## config.mk

```make
export PLATFORM = sky130hd
export DESIGN_NAME = modrm_effective_address_unit
export DESIGN_NICKNAME = d
export VERILOG_FILES = /design/src/design/mrea_pkg.sv /design/src/design/modrm_effective_address_unit.sv
export SDC_FILE = /design/constraint.sdc
export NUM_CORES = 1
export LEC_CHECK = 0
export ABC_AREA = 1
export BUFFER_PORTS_ARGS = -buffer_cell sky130_fd_sc_hd__buf_4
export CORE_ASPECT_RATIO = 0.7
export CORE_MARGIN = 2
export CORE_UTILIZATION = 50
export CTS_BUF_LIST = sky130_fd_sc_hd__clkbuf_4 sky130_fd_sc_hd__clkbuf_8
export CTS_CLUSTER_DIAMETER = 100
export DETAILED_ROUTE_END_ITERATION = 10
export GPL_ROUTABILITY_DRIVEN = 0
export PLACE_DENSITY_LB_ADDON = 0.08
export SETUP_SLACK_MARGIN = 0.4
export SYNTH_ARGS = -nofsm -noshare
export SYNTH_HDL_FRONTEND = slang
export SYNTH_SLANG_ARGS = --single-unit
```

## constraint.sdc

```tcl
create_clock -name clk -period 5.7 [get_ports clk]
set_clock_uncertainty 0.15 [all_clocks]
set_input_delay 0.57 -clock clk [delete_from_list [all_inputs] [get_ports clk]]
set_output_delay 0.57 -clock clk [all_outputs]
set_load 0.01 [all_outputs]
```

## src/design/mrea_pkg.sv

```systemverilog
`timescale 1ns / 1ps
// Package for the ModR/M effective address unit.
// Holds field widths, mod/rm/override codes and pipeline stage records; no dependencies.
package mrea_pkg;

  localparam int unsigned AddrBitsDefault = 20;
  localparam int unsigned LinWidth        = 20;
  localparam int unsigned InDataWidth     = 152;
  localparam int unsigned InUserWidth     = 3;
  localparam int unsigned OutDataWidth    = 80;
  localparam int unsigned OutUserWidth    = 1;

  localparam logic [1:0] MOD_NODISP = 2'd0;
  localparam logic [1:0] MOD_DISP8  = 2'd1;
  localparam logic [1:0] MOD_DISP16 = 2'd2;
  localparam logic [1:0] MOD_REG    = 2'd3;

  localparam logic [2:0] RM_BX_SI = 3'd0;
  localparam logic [2:0] RM_BX_DI = 3'd1;
  localparam logic [2:0] RM_BP_SI = 3'd2;
  localparam logic [2:0] RM_BP_DI = 3'd3;
  localparam logic [2:0] RM_SI    = 3'd4;
  localparam logic [2:0] RM_DI    = 3'd5;
  localparam logic [2:0] RM_BP    = 3'd6;
  localparam logic [2:0] RM_BX    = 3'd7;

  localparam logic [1:0] EXTRA_NONE = 2'd0;
  localparam logic [1:0] EXTRA_ONE  = 2'd1;
  localparam logic [1:0] EXTRA_TWO  = 2'd2;

  typedef enum logic [2:0] {
    OVR_NONE = 3'd0,
    OVR_ES   = 3'd1,
    OVR_CS   = 3'd2,
    OVR_SS   = 3'd3,
    OVR_DS   = 3'd4
  } seg_ovr_t;

  typedef struct packed {
    logic [1:0]  mod_field;
    logic [2:0]  reg_field;
    logic [2:0]  rm_field;
    logic        is_register;
    logic [15:0] opnd_a;
    logic [15:0] opnd_b;
    logic [15:0] displacement;
    logic [15:0] segment_value;
    logic [1:0]  extra_bytes;
  } dec_t;

  typedef struct packed {
    logic [1:0]  mod_field;
    logic [2:0]  reg_field;
    logic [2:0]  rm_field;
    logic        is_register;
    logic [15:0] effective_offset;
    logic [15:0] displacement;
    logic [15:0] segment_value;
    logic [1:0]  extra_bytes;
  } ofs_t;

  typedef struct packed {
    logic [1:0]  mod_field;
    logic [2:0]  reg_field;
    logic [2:0]  rm_field;
    logic        is_register;
    logic [15:0] effective_offset;
    logic [15:0] displacement;
    logic [15:0] segment_value;
    logic [19:0] linear_address;
    logic [1:0]  extra_bytes;
  } res_t;

endpackage

```

## src/design/modrm_effective_address_unit.sv

```systemverilog
`timescale 1ns / 1ps
// 8086 16-bit ModR/M effective address unit: decode, offset add, linear address.
// Depends on mrea_pkg.
//
// Each request carries one ModR/M byte with the two bytes after it, BX/BP/SI/DI,
// the four segment registers and an override code; each gives exactly one result.
// The unit is a three-stage pipeline (decode and operand select, 16-bit offset
// add, segment shift-add); a request moves through dec_r, ofs_r and res_r, and
// one is taken every cycle unless stalled. The output stage is a register;
// in_tready drops only when every stage holds a request and out_tready is low.
// Register forms (mod 3) give zero offset, displacement, segment, linear address
// and byte count. The linear address is masked to ADDR_BITS, capped at 20 bits.
module modrm_effective_address_unit #(
  parameter int unsigned ADDR_BITS = mrea_pkg::AddrBitsDefault
) (
  input  logic                                clk,
  input  logic                                rst_n,
  input  logic                                in_tvalid,
  output logic                                in_tready,
  // modrm_byte[7:0], disp_lo[15:8], disp_hi[23:16], reg_bx[39:24], reg_bp[55:40],
  // reg_si[71:56], reg_di[87:72], seg_ds[103:88], seg_ss[119:104],
  // seg_es[135:120], seg_cs[151:136]
  input  logic [mrea_pkg::InDataWidth-1:0]    in_tdata,
  // seg_override[2:0]
  input  logic [mrea_pkg::InUserWidth-1:0]    in_tuser,
  output logic                                out_tvalid,
  input  logic                                out_tready,
  // mod_field[1:0], reg_field[4:2], rm_field[7:5], effective_offset[23:8],
  // displacement[39:24], segment_value[55:40], linear_address[75:56],
  // extra_bytes[77:76], zero[79:78]
  output logic [mrea_pkg::OutDataWidth-1:0]   out_tdata,
  // is_register[0]
  output logic [mrea_pkg::OutUserWidth-1:0]   out_tuser
);
  import mrea_pkg::*;

  localparam int unsigned LinBits = (ADDR_BITS < LinWidth) ? ADDR_BITS : LinWidth;
  localparam logic [LinWidth-1:0] LinMask =
    LinWidth'((LinWidth + 1)'(1) << LinBits) - LinWidth'(1);

  logic [7:0]  modrm_byte;
  logic [7:0]  disp_lo;
  logic [7:0]  disp_hi;
  logic [15:0] reg_bx;
  logic [15:0] reg_bp;
  logic [15:0] reg_si;
  logic [15:0] reg_di;
  logic [15:0] seg_ds;
  logic [15:0] seg_ss;
  logic [15:0] seg_es;
  logic [15:0] seg_cs;
  logic [2:0]  seg_override;

  assign modrm_byte   = in_tdata[7:0];
  assign disp_lo      = in_tdata[15:8];
  assign disp_hi      = in_tdata[23:16];
  assign reg_bx       = in_tdata[39:24];
  assign reg_bp       = in_tdata[55:40];
  assign reg_si       = in_tdata[71:56];
  assign reg_di       = in_tdata[87:72];
  assign seg_ds       = in_tdata[103:88];
  assign seg_ss       = in_tdata[119:104];
  assign seg_es       = in_tdata[135:120];
  assign seg_cs       = in_tdata[151:136];
  assign seg_override = in_tuser[2:0];

  logic v1_r, v2_r, v3_r;
  logic v1_nxt, v2_nxt, v3_nxt;
  dec_t dec_r, dec_nxt;
  ofs_t ofs_r, ofs_nxt;
  res_t res_r, res_nxt;
  logic s1_ready, s2_ready, s3_ready;

  assign s3_ready  = !v3_r || out_tready;
  assign s2_ready  = !v2_r || s3_ready;
  assign s1_ready  = !v1_r || s2_ready;
  assign in_tready = s1_ready;

  // Stage 1: split the byte, pick base/index operands, displacement and segment.
  always_comb begin
    logic [1:0]  md;
    logic [2:0]  rm;
    logic        bp_based;
    logic [15:0] dflt_seg;
    md       = modrm_byte[7:6];
    rm       = modrm_byte[2:0];
    bp_based = 1'b0;

    dec_nxt               = '0;
    dec_nxt.mod_field     = md;
    dec_nxt.reg_field     = modrm_byte[5:3];
    dec_nxt.rm_field      = rm;
    dec_nxt.is_register   = (md == MOD_REG);

    unique case (rm)
      RM_BX_SI: begin
        dec_nxt.opnd_a = reg_bx;
        dec_nxt.opnd_b = reg_si;
      end
      RM_BX_DI: begin
        dec_nxt.opnd_a = reg_bx;
        dec_nxt.opnd_b = reg_di;
      end
      RM_BP_SI: begin
        dec_nxt.opnd_a = reg_bp;
        dec_nxt.opnd_b = reg_si;
        bp_based       = 1'b1;
      end
      RM_BP_DI: begin
        dec_nxt.opnd_a = reg_bp;
        dec_nxt.opnd_b = reg_di;
        bp_based       = 1'b1;
      end
      RM_SI: dec_nxt.opnd_a = reg_si;
      RM_DI: dec_nxt.opnd_a = reg_di;
      RM_BP: begin
        if (md != MOD_NODISP) begin
          dec_nxt.opnd_a = reg_bp;
          bp_based       = 1'b1;
        end
      end
      RM_BX: dec_nxt.opnd_a = reg_bx;
      default: dec_nxt.opnd_a = '0;
    endcase

    unique case (md)
      MOD_NODISP: begin
        if (rm == RM_BP) begin
          dec_nxt.displacement = {disp_hi, disp_lo};
          dec_nxt.extra_bytes  = EXTRA_TWO;
        end
      end
      MOD_DISP8: begin
        dec_nxt.displacement = {{8{disp_lo[7]}}, disp_lo};
        dec_nxt.extra_bytes  = EXTRA_ONE;
      end
      MOD_DISP16: begin
        dec_nxt.displacement = {disp_hi, disp_lo};
        dec_nxt.extra_bytes  = EXTRA_TWO;
      end
      default: dec_nxt.extra_bytes = EXTRA_NONE;
    endcase

    dflt_seg = bp_based ? seg_ss : seg_ds;
    unique case (seg_override)
      OVR_ES:  dec_nxt.segment_value = seg_es;
      OVR_CS:  dec_nxt.segment_value = seg_cs;
      OVR_SS:  dec_nxt.segment_value = seg_ss;
      OVR_DS:  dec_nxt.segment_value = seg_ds;
      default: dec_nxt.segment_value = dflt_seg;
    endcase

    if (md == MOD_REG) begin
      dec_nxt.opnd_a        = '0;
      dec_nxt.opnd_b        = '0;
      dec_nxt.displacement  = '0;
      dec_nxt.segment_value = '0;
      dec_nxt.extra_bytes   = EXTRA_NONE;
    end
  end

  // Stage 2: offset wraps modulo 2^16.
  always_comb begin
    ofs_nxt.mod_field        = dec_r.mod_field;
    ofs_nxt.reg_field        = dec_r.reg_field;
    ofs_nxt.rm_field         = dec_r.rm_field;
    ofs_nxt.is_register      = dec_r.is_register;
    ofs_nxt.effective_offset = dec_r.opnd_a + dec_r.opnd_b + dec_r.displacement;
    ofs_nxt.displacement     = dec_r.displacement;
    ofs_nxt.segment_value    = dec_r.segment_value;
    ofs_nxt.extra_bytes      = dec_r.extra_bytes;
  end

  // Stage 3: segment * 16 + offset, masked to the address width.
  always_comb begin
    res_nxt.mod_field        = ofs_r.mod_field;
    res_nxt.reg_field        = ofs_r.reg_field;
    res_nxt.rm_field         = ofs_r.rm_field;
    res_nxt.is_register      = ofs_r.is_register;
    res_nxt.effective_offset = ofs_r.effective_offset;
    res_nxt.displacement     = ofs_r.displacement;
    res_nxt.segment_value    = ofs_r.segment_value;
    res_nxt.extra_bytes      = ofs_r.extra_bytes;
    res_nxt.linear_address   = ({ofs_r.segment_value, 4'b0000}
                               + {4'b0000, ofs_r.effective_offset}) & LinMask;
  end

  assign v1_nxt = s1_ready ? in_tvalid : v1_r;
  assign v2_nxt = s2_ready ? v1_r      : v2_r;
  assign v3_nxt = s3_ready ? v2_r      : v3_r;

  always_ff @(posedge clk) begin
    if (!rst_n) begin
      v1_r <= 1'b0;
      v2_r <= 1'b0;
      v3_r <= 1'b0;
    end else begin
      v1_r <= v1_nxt;
      v2_r <= v2_nxt;
      v3_r <= v3_nxt;
    end
  end

  always_ff @(posedge clk) begin
    if (s1_ready) begin
      dec_r <= dec_nxt;
    end
    if (s2_ready) begin
      ofs_r <= ofs_nxt;
    end
    if (s3_ready) begin
      res_r <= res_nxt;
    end
  end

  assign out_tvalid = v3_r;
  assign out_tuser  = res_r.is_register;
  assign out_tdata  = {2'b00,
                       res_r.extra_bytes,
                       res_r.linear_address,
                       res_r.segment_value,
                       res_r.displacement,
                       res_r.effective_offset,
                       res_r.rm_field,
                       res_r.reg_field,
                       res_r.mod_field};

  a_accept_fills_stage1: assert property (@(posedge clk) disable iff (!rst_n)
    (in_tvalid && in_tready) |=> v1_r)
    else $error("accepted request did not enter stage 1");

  a_register_form_zero: assert property (@(posedge clk) disable iff (!rst_n)
    (out_tvalid && res_r.is_register) |->
      (res_r.effective_offset == '0 && res_r.linear_address == '0
       && res_r.extra_bytes == EXTRA_NONE && res_r.segment_value == '0))
    else $error("register form result carries address data");

  a_mod_matches_flag: assert property (@(posedge clk) disable iff (!rst_n)
    out_tvalid |-> ((res_r.mod_field == MOD_REG) == res_r.is_register))
    else $error("is_register disagrees with mod field");

  a_extra_in_range: assert property (@(posedge clk) disable iff (!rst_n)
    out_tvalid |-> (res_r.extra_bytes != 2'd3))
    else $error("displacement byte count out of range");

  a_stall_holds_stage3: assert property (@(posedge clk) disable iff (!rst_n)
    (v3_r && !out_tready) |=> (v3_r && $stable(res_r.linear_address)))
    else $error("stalled result lost or changed");

endmodule
```

Yosys cells after proc, flatten, opt, wreduce, memory -nomap -nowiden --
Cells that the tools add are included.
Storage, ports and cells: register bits after elaboration 216, input port bits 159, output and inout bits 83, word-level logic and storage cells 70
Cells by class: add/sub/neg operators 3, equal/unequal tests 14, multiplexer cells 11, reductions and logical operators 13
Operators with widths (number):
- $pmux W16 S5 | 1
- $pmux W16 S4 | 1
- $mux W16 | 3
- $pmux W16 S3 | 1
- $add A16 B16 Y16 | 2
- $pmux W16 S2 | 1
- $add A20 B16 Y20 | 1
- $eq A3 B3 Y1 const B | 5
- $eq A3 B2 Y1 const B | 4
- $eq A3 B1 Y1 const B | 2
- $pmux W2 S3 | 1
- $reduce_or A2 Y1 | 3
- $eq A2 B2 Y1 const B | 2
- $logic_not A1 Y1 | 3
- $logic_not A3 Y1 | 1
- $logic_or A1 B1 Y1 | 3
- $reduce_or A3 Y1 | 1
- $eq A2 B1 Y1 const B | 1
- $logic_not A2 Y1 | 1
- $mux W2 | 1
- $pmux W1 S2 | 1
- $reduce_bool A2 Y1 | 1
- $mux W1 | 1

Depth between registers and ports, before layout --
Gate-level depths: netlist of the first run.
word-level depth 5, depth in mapped cells 13, gate-level depth less buffers 13

Worst setup path before layout of the first run --
No wires, ideal clock.
path kind in2out, start input out_tready, end output in_tready, data arrival time 4.200 ns, data required time 4.980 ns, path slack 0.780 ns, stages on the path 4, buffers on the path 0, cell sequence inv_1 -> nand2_1 -> nor2_1 -> nand2_1
On the way: longest elaborated chain between the ends 3
RTL lines:
- start, declared | line modrm_effective_address_unit.sv:27 | input logic out_tready,
- $logic_or A1 B1 Y1 | line modrm_effective_address_unit.sv:74 | assign s3_ready = !v3_r || out_tready;
- via s3_ready | line modrm_effective_address_unit.sv:72 | logic s1_ready, s2_ready, s3_ready;
- $logic_or A1 B1 Y1 | line modrm_effective_address_unit.sv:75 | assign s2_ready = !v2_r || s3_ready;
- $logic_or A1 B1 Y1 | line modrm_effective_address_unit.sv:76 | assign s1_ready = !v1_r || s2_ready;
- end, declared | line modrm_effective_address_unit.sv:19 | output logic in_tready,
The timed path passes the listed nets, and every way through them passes these cells.

==> results of run 1 <==
==> kinds of logic after synthesis <==
logic type | synth area share, %
other | 0.0359
xor gates and xnor gates | 1.34
AOI/OAI and AO/OA | 4.31
DFF | 60.6
and+or+nand+nor | 21.4
adders and majority gates | 6.37
buffers and inverters | 5.95
==> power breakdown <==
group / leakage (nW) / switching (mW) / internal, mW
sequential: 2.35 / 0.134 / 2.06
clock: 0.329 / 0.591 / 0.646
combinational: 3.56 / 0.648 / 0.523
total: 6.24 / 1.37 / 3.23
==> routing by layer <==
metal	GRT usage [%]	routed length, um	vias to the layer above
met2	33.5	10800	370
met3	4.96	2360	42
met4	7.15	536	0
met1	37.1	12200	3554
li1	-	-	3860
met5	0	0	-
==> per-stage QoR <==
stage	hold WS (ns)	total power, mW	cell area, sq um	setup WS (ns)	cells
after floorplan	0.250	2.89	10500	0.780	1009
after global placement	0.251	3.38	12400	3.11	1497
after detailed placement	0.255	3.40	12400	3.03	1497
after CTS	0.0575	4.64	13100	3.02	1558
after global routing	0.0620	4.87	13100	2.88	1558
final	0.0853	4.61	13100	3.03	1558
==> worst register-to-register path, delay by kind of cell (launching register included) <==
kind	cells	cell delay [ns]
fa+ha+maj	3	1.08
simple gates	5	0.48
buf+inv	4	0.38
flops	1	0.34
==> final timing paths <==
path | from | end | slack, ns | cells past startpoint
worst max-delay path | dec_r[18] | ofs_r[49] | 3.03 | 12
worst min-delay path | in_tdata[3] | dec_r[70] | 0.09 | 1
worst max register to register | dec_r[18] | ofs_r[49] | 3.03 | 12
worst min register to register | ofs_r[33] | out_tdata[39] | 0.26 | 0
==> layout make-up <==
class	instances	share of cell area (%)
repair buffers	243	14.0
multi-input cells	659	26.9
clock inverters	17	0.574
flip-flops and latches	212	48.5
well taps	276	2.64
clock buffers	44	4.30
inverters	107	3.14
==> sequential cells by signal, indices dropped and copies added, names as in the netlist <==
register,flops
dec_r,75
out_tdata,74
ofs_r,59
out_tuser,1
out_tvalid,1
v1_r,1
v2_r,1
==> cells in the final DEF (no fill, tap or decap), drive strengths merged <==
cell type,netlist,final
a21oi,79,79
and2,3,3
buf,22,243
clkbuf,9,44
clkinv,2,17
clkinvlp,0,2
conb,1,2
dfxtp,3,3
edfxtp,209,209
fa,17,17
ha,26,26
inv,105,105
nand2,341,341
nand2b,1,1
nand3,85,85
nand3b,19,19
nand4,4,4
nor2,54,54
nor3,5,5
o21a,1,1
o21ai,2,2
or2,4,4
xnor2,5,5
xor2,11,11
==> results by group, run 1 <==
Run status
  – Outcome: complete, no violations

Timing
  – Setup repair after global routing missed its margin: false
  – Achievable frequency: 375 MHz
  – Part of the cycle the worst path needs: 46.8%
  – Least-Margin Pin Slew: slightly above 1 ns
  – Relative slew slack: 32.6%
  – Max-slew violation total from the final report: 0
  – Sum of negative setup slack: 0 ns
  – Minimum clock period: approximately 2.7 ns
  – Number of setup violations in the final report: 0
  – Final hold violations: 0

Cells and area
  – Number of nets in the layout: 1460
  – Antenna fix cells: 0
  – Footprint of the flip-flops and latches: 6340 sq um
  – Synthesis-to-finish area growth: 25.0%
  – Fraction of layout instances using a drive strength above 1: 25.7%
  – Fraction of the core area covered by cells at the end of the flow: ~63%
  – Number of fill cells in the layout: 1716
  – Area occupied by multi-input gates: 3520 sq um

Yosys
  – Mapped Avg Cell Area: 10.4 sq um
  – Sequential fraction of the synthesis area: 60.6%
  – Most used flip-flop cell after synthesis: edfxtp_1
  – Count of state elements after synthesis: 212
  – Cell taking the most area after synthesis: edfxtp_1
  – Share of synthesized registers carrying an async set or reset: 0%
  – Area share of the largest cell type after synthesis: 60.0%
  – Area of the mapped netlist: 10500 sq um
  – Most repeated cell in the gate-level netlist after synthesis: nand2_1
  – Number of instances in the synthesized netlist: 1008
  – Top cells by instance count after synthesis: nand2_1 (335), edfxtp_1 (209), inv_1 (97)
  – Cell types occupying the most area after synthesis: edfxtp_1 (60%), nand2_1 (12%), nand3_1 (4.0%), inv_1 (3.5%), a21oi_1 (3.3%)
  – Synth Warn #: 0
  – Post-synth EDFFs: 209
  – Distinct cells, synth: 37

Die
  – Starting density of the core: 50.6%
  – Floorplan die area: 22100 sq um
  – CORE AREA: 20600 sq um
  – Die width: 177 um
  – Top-level I/O count: 242
  – Die height: 125 um
  – Num rows: 44

CTS
  – CTS tree: yes
  – Root Buffer: clkbuf_8
  – CTS Buf Count: 35
  – Clock-pin slew on the worst setup and hold paths: 0.06 ns
  – Clock latency reported for the late side of the worst-skew pair: 0.52 ns
  – PostCTS Resize Cnt: 0
  – Clock net sink count: 212
  – Setup Fix Bufs, Post-CTS: 0
  – Number of H-tree branching levels: 2
  – Largest buffer count on any clock path: 3
  – Number of hold buffers added after cts: 0

Critical path
  – Crit Path Max Fanout: 3
  – Critical Path Max Stage Delay: 0.48 ns
  – CP most frequent cell: inv_1
  – CP max stage cell: fa_1
  – Worst setup SP type: flip-flop
  – Capturing element type of the critical path: flip-flop
  – Cell type group with the largest total delay on the critical path: adder cells
  – Series of cell instances along the critical path: inv_1 -> fa_1 -> inv_1 -> ha_1 -> inv_1 -> fa_1 -> inv_1 -> nand4_1 -> nand2_1 -> nand2_1 -> nand3_1 -> nand2_1
  – Worst Setup Path Type: reg -> reg
  – Required time reported for the critical path endpoint: 5.82 ns
  – Worst endpoint data arrival time: 2.79 ns
  – Count of buffering cells on the critical path with inverters included: 4

Routing
  – Drt first pass iters: 5
  – Vias per std cell: 5.02
  – DR DRC count: 0
  – Final routed wire length divided by cell count: 16.6 um
  – Initial DRC count: 645
  – Overall routed net length: around 26 mm
  – Routed vias: roughly 8000
  – Antenna violation net count after detailed routing: 0

GRT
  – Number of global-route vias before repair: 7340
  – Global-route wire length before repair: 39.9 mm
  – Total routing usage reported by global routing: 23.8%
  – Largest net degree at the start of global routing: 77
  – Antenna violations before repair: 0
  – Final global-route overflow total: 0

Placed design
  – Half-perimeter wire length after placement: 19.1 mm
  – Number of I/O port buffers: 239

Hold path
  – Min-delay worst type: in -> reg

Power
  – Power density normalized to cell area: roughly 350 nW/um^2
  – Cell leakage power: 6.24 nW
  – Maximum ir drop on the vdd rail: 165 uV

Job
  – Maxcap violations: 0
(Power assumes the default switching activity.)
==> run 2: changes to the inputs <==
==> constraint.sdc (replaced) <==
create_clock -name clk -period 2.3 [get_ports clk]
set_clock_uncertainty 0.15 [all_clocks]
set_input_delay 0.23 -clock clk [delete_from_list [all_inputs] [get_ports clk]]
set_output_delay 0.23 -clock clk [all_outputs]
set_load 0.01 [all_outputs]
==> results by group, run 2 (synthesis gave the netlist of run 1 again) <==
Run status
  – Outcome: complete, but fails checks
  – Violated checks: negative setup slack

Timing
  – Setup repair after global routing missed its margin: true
  – Least-Margin Pin Slew: 0.613 ns
  – Fin worst setup slack: -0.149 ns
  – Minimum clock period: around 2.4 ns
  – Hold Slack: 0.0233 ns
  – Part of the cycle the worst path needs: 106%
  – Achievable frequency: 408 MHz
  – Max-slew violation total from the final report: 0
  – Relative slew slack: 59.1%
  – Final hold violations: 0
  – Number of setup violations in the final report: 7

Critical path
  – Series of cell instances along the critical path: fa_1 -> ha_2 -> inv_2 -> fa_2 -> inv_2 -> nand4_1 -> nand2_2 -> nand2_2 -> nand3_2 -> nand2_2
  – Critical Path Max Stage Delay: 0.56 ns
  – Worst setup SP type: flip-flop
  – Capturing element type of the critical path: flip-flop
  – Worst endpoint data arrival time: 2.61 ns
  – CP most frequent cell: nand2_2
  – Worst Setup Path Type: reg -> reg
  – Crit Path Max Fanout: 3
  – CP max stage cell: fa_1
  – Required time reported for the critical path endpoint: 2.46 ns

CTS
  – Largest buffer count on any clock path: 3
  – Root Buffer: clkbuf_8
  – Clock-pin slew on the worst setup and hold paths: roughly 0.06 ns
  – CTS Buf Count: 31
  – Number of H-tree branching levels: 1
  – CTS tree: yes
  – Clock latency reported for the late side of the worst-skew pair: 0.55 ns
  – Clock net sink count: between 200 and 250

Routing
  – Wire length on met1: 12.7 mm
  – Final routed wire length divided by cell count: 16.7 um
  – Overall routed net length: approximately 28 mm
  – Routed vias: 8727
  – Met2 layer wire length in the routed design: 12.2 mm
  – Drt first pass iters: 6
  – Vias per std cell: 5.15
  – Antenna violation net count after detailed routing: 0
  – Highest layer used for signal routing: met4
  – DR DRC count: 0
  – Routed length on met3: 2.61 mm
  – Initial DRC count: 725

Power
  – Part of the power in registers: 46.0%
  – Switching power share of the total: approximately 30%
  – Maximum ir drop on the vdd rail: 394 uV
  – Psw: 3.60 mW
  – Logic pwr share: between 30% and 40%
  – Power density normalized to cell area: around 800 nW/um^2
  – Cell leakage power: 6.86 nW
  – Portion of total power attributed to the clock network: a little under a quarter
  – Internal power consumption: 8.33 mW

Die
  – Die width: 177 um
  – Top-level I/O count: 242
  – Die height: 125 um
  – Starting density of the core: 50.6%
  – Floorplan die area: 22100 sq um
  – CORE AREA: 20600 sq um
  – Num rows: 44

Hold path
  – Min-delay worst type: in -> reg

GRT
  – Global-route wire length before repair: 43.2 mm
  – Total routing usage reported by global routing: 25.3%
  – Number of global-route vias before repair: 8258
  – Final global-route overflow total: 0
  – Largest net degree at the start of global routing: between 70 and 80
  – Antenna violations before repair: 0

Cells and area
  – Synthesis-to-finish area growth: 42.2%
  – Most frequent standard cell in the layout excluding fill and tap cells: nand2_1
  – Largest register FFs: 75
  – Largest register by flop count: dec_r
  – Antenna fix cells: 0
  – Fin cells: 1693
  – Number of nets in the layout: 1600
  – Top library cells by usage in the layout, fill and taps aside: nand2_1 (303), buf_4 (268), edfxtp_1 (209)
  – Final design instance area without fill: ~15000 sq um
  – Fraction of layout instances using a drive strength above 1: 31.2%

Placed design
  – Total cell area at the placement stage: approximately 13000 sq um
  – Placed cell count: roughly 1500
  – Number of I/O port buffers: roughly 240
  – Pre-CTS setup slack: -0.140 ns
  – Half-perimeter wire length after placement: between 15 and 20 mm

Job
  – Maxcap violations: 0
-- run 2: cell count changes in the layout (fill, tap and decap cells not counted), sizes merged --
| cell | delta |
|---|---|
| buf | +32 |
| clkbuf | -5 |
| clkinv | -2 |
| dlygate4sd3 | +111 |
| inv | -2 |
| nand2 | +1 |
-- run 2: final timing paths --
check | start | endpoint | slack, ns | depth (start not counted)
hold reg to reg | ofs_r[55] | out_tdata[3] | 0.26 | 0
setup / recovery | dec_r[19] | ofs_r[49] | -0.15 | 10
setup reg to reg | dec_r[19] | ofs_r[49] | -0.15 | 10
hold / removal | in_tdata[123] | dec_r[5] | 0.02 | 5
-- run 2: critical path: cells and delay by family, from the launching register on --
kind	cells	cell delay [ns]
AND/OR/NAND/NOR	5	0.42
buffers and inverters	2	0.13
adder cells (fa/ha/maj)	3	1.10
flip-flops	1	0.41
-- run 2: cell type report --
cell class | instances | area (sq um)
Fill cell | 1450 | 5770
Multi-Input combinational cell | 660 | 4010
Inverter | 107 | 418
Clock buffer | 39 | 487
Tap cell | 276 | 345
Timing Repair Buffer | 386 | 3220
Sequential cell | 212 | 6340
Clock inverter | 13 | 56.3
-- run 2: what timing repair did --
| action | 4_1_cts | 5_1_grt |
|---|---|---|
| hold buffers | 111 | 0 |
| setup endpoints to repair | 27 | 27 |
| gates cloned | 1 | 0 |
| setup buffers | 5 | 4 |
| pin swaps | 19 | 32 |
| endpoints found under the hold margin | 67 | 0 |
| gates resized for setup | 36 | 47 |
-- run 2: layer usage --
| layer | GRT usage (%) | vias to the layer above |
|---|---|---|
| met3 | 4.96 | 82 |
| met4 | 6.17 | 0 |
| li1 | - | 4134 |
| met2 | 37.8 | 477 |
| met1 | 38.4 | 4034 |
| met5 | 0 | - |
-- run 2: power groups by stage --
stage / logic, mW / clock network, mW / registers (mW)
after global placement: 3.02 / 0 / 5.52
after floorplan: 1.60 / 0 / 5.58
after global routing: 4.09 / 2.96 / 5.55
after detailed placement: 3.07 / 0 / 5.53
final: 3.74 / 2.71 / 5.48
after CTS: 3.40 / 2.78 / 5.47
-- run 2: metrics by stage --
step | TNS (ns) | total power [mW] | util [%]
detailed placement | -0.624 | 8.60 | 61.5
finish | -0.687 | 11.9 | 72.0
CTS | -0.349 | 11.6 | 70.7
global placement | -0.225 | 8.54 | 61.5
floorplan | -0.957 | 7.19 | -
global route | -1.53 | 12.6 | 72.0
==> run 3: changes to the inputs <==
--- a/config.mk
+++ b/config.mk
@@ -14,6 +14,7 @@
 export CTS_CLUSTER_DIAMETER = 100
 export DETAILED_ROUTE_END_ITERATION = 10
 export GPL_ROUTABILITY_DRIVEN = 0
+export HOLD_SLACK_MARGIN = 0.15
 export PLACE_DENSITY_LB_ADDON = 0.08
 export SETUP_SLACK_MARGIN = 0.4
 export SYNTH_ARGS = -nofsm -noshare
==> results by group, run 3 (synthesis gave the netlist of run 1 again) <==
Cells and area
  – Fraction of the core area covered by cells at the end of the flow: 74.6%
  – Largest register by flop count: dec_r
  – Synthesis-to-finish area growth: 47.3%
  – Largest register FFs: 75
  – Fin cells: 1745
  – Top library cells by usage in the layout, fill and taps aside: nand2_1 (303), buf_4 (268), edfxtp_1 (209)
  – Number of fill cells in the layout: 1368
  – Footprint of the flip-flops and latches: 6340 sq um
  – Number of nets in the layout: 1652
  – Final design instance area without fill: ~15000 sq um
  – Fraction of layout instances using a drive strength above 1: approximately 30%
  – Area occupied by multi-input gates: 4010 sq um
  – Antenna fix cells: 0
  – Most frequent standard cell in the layout excluding fill and tap cells: nand2_1

GRT
  – Largest net degree at the start of global routing: 77
  – Final global-route overflow total: 0
  – Global-route wire length before repair: approximately 45 mm
  – Number of global-route vias before repair: 8676
  – Total routing usage reported by global routing: 26.4%
  – Antenna violations before repair: 0

Routing
  – Vias per std cell: 5.14
  – Final routed wire length divided by cell count: 16.8 um
  – Antenna violation net count after detailed routing: 0
  – Overall routed net length: 29.3 mm
  – Initial DRC count: 748
  – DR DRC count: 0
  – Routed vias: 8972
  – Drt first pass iters: 6

Placed design
  – Total cell area at the placement stage: 12700 sq um
  – Half-perimeter wire length after placement: roughly 19 mm
  – Placed cell count: 1520
  – Number of I/O port buffers: 239

CTS
  – Largest buffer count on any clock path: 3
  – CTS Buf Count: 31
  – Number of H-tree branching levels: 1
  – Root Buffer: clkbuf_8
  – Clock net sink count: 212
  – Clock-pin slew on the worst setup and hold paths: 0.06 ns
  – Clock latency reported for the late side of the worst-skew pair: between 0.5 and 0.6 ns
  – CTS tree: yes

Critical path
  – Worst Setup Path Type: reg -> reg
  – Flop2flop setup slack: -0.14 ns
  – Worst setup path startpoint: dec_r[19]
  – CP most frequent cell: nand2_2
  – Worst-case reg-to-reg path depth: 10
  – R2r startpoint: dec_r[19]
  – Crit Path Max Fanout: 3
  – Endpoint of the most critical register-to-register path: ofs_r[49]
  – CP Capture Point: ofs_r[49]
  – Worst setup SP type: flip-flop
  – Critical Path Max Stage Delay: 0.56 ns
  – CP max stage cell: fa_1
  – Required time reported for the critical path endpoint: 2.46 ns
  – Capturing element type of the critical path: flip-flop
  – Worst endpoint data arrival time: between 2 and 3 ns
  – Series of cell instances along the critical path: fa_1 -> ha_2 -> inv_2 -> fa_2 -> inv_2 -> nand4_1 -> nand2_2 -> nand2_2 -> nand3_2 -> nand2_2

Timing
  – Setup repair after global routing missed its margin: true
  – Part of the cycle the worst path needs: 106%
  – Least-Margin Pin Slew: ~0.61 ns
  – Final hold violations: 0
  – Hold Slack: 0.204 ns
  – Max-slew violation total from the final report: 0
  – Number of setup violations in the final report: 7
  – Achievable frequency: ~410 MHz
  – Minimum clock period: 2.44 ns
  – Fin worst setup slack: -0.141 ns
  – Relative slew slack: 59.4%

Power
  – Maximum ir drop on the vdd rail: between 300 and 400 uV
  – Power density normalized to cell area: 780 nW/um^2
  – Cell leakage power: between 7 and 8 nW
  – Overall power after layout: 12.0 mW

Die
  – Die height: approximately 120 um
  – CORE AREA: 20600 sq um
  – Top-level I/O count: 242
  – Num rows: between 40 and 50
  – Starting density of the core: 50.6%
  – Floorplan die area: between 20000 and 25000 sq um
  – Die width: 177 um

Run status
  – Outcome: complete, but fails checks
  – Violated checks: negative setup slack

Hold path
  – Min-delay worst type: in -> reg

Job
  – Maxcap violations: 0
## run 3: cell count changes in the layout (fill, tap and decap cells not counted), sizes merged
cell,before,now
dlygate4sd3,111,163
clkinv,15,13
inv,103,105
## run 3: worst min-delay path by stage
stage	cells after the start	end	from	slack, ns
after floorplan	0	dec_r[67]	in_tdata[0]	0.18
after global placement	0	out_tdata[32]	ofs_r[26]	0.25
after detailed placement	0	ofs_r[11]	dec_r[11]	0.25
after CTS	6	v2_r	out_tready	0.21
after global routing	5	out_tvalid	out_tready	0.23
final	5	out_tvalid	out_tready	0.20
## run 3: area by class of cell
type / count / share of cell area [%]
Clock buffer: 39 / 3.16
Clock inverter: 13 / 0.366
Inverter: 107 / 2.74
Multi-Input combinational cell: 660 / 26.0
Sequential cell: 212 / 41.2
Tap cell: 276 / 2.24
Timing Repair Buffer: 438 / 24.3
## run 3: worst max-delay path: cells and delay by family, from the launching register on
| family | cells | cell delay [ns] |
|---|---|---|
| buffers and inverters | 2 | 0.12 |
| and+or+nand+nor | 5 | 0.42 |
| DFF | 1 | 0.41 |
| adders and majority gates | 3 | 1.10 |
## run 3: power breakdown
group          switching, mW  internal (mW)
Combinational           1.92           1.90
Sequential             0.363           5.12
Clock                   1.34           1.37
Total                   3.62           8.39
## run 3: timing repair
item / CTS / global route
resized for setup: 36 / 51
buffers inserted: 5 / 4
pin swaps: 19 / 32
gates cloned: 1 / 0
setup endpoints to repair: 27 / 65
hold buffers: 163 / 0
endpoints found under the hold margin: 77 / 0
## run 3: metal layers
metal | GRT usage, % | share of wire, % | vias up | routed length, um
li1 | - | - | 4238 | -
met1 | 38.8 | 45 | 4137 | 13000
met2 | 40.5 | 44 | 496 | 12800
met3 | 5.23 | 8.7 | 101 | 2540
met4 | 7.19 | 3.1 | 0 | 916
met5 | 0 | 0 | - | 0
## run 3: through the flow
| step | TNS (ns) | setup WS [ns] |
|---|---|---|
| global route | -1.53 | -0.248 |
| detailed placement | -0.624 | -0.140 |
| finish | -0.654 | -0.141 |
| global placement | -0.225 | -0.0726 |
| CTS | -0.349 | -0.0893 |
| floorplan | -0.957 | -0.0162 |
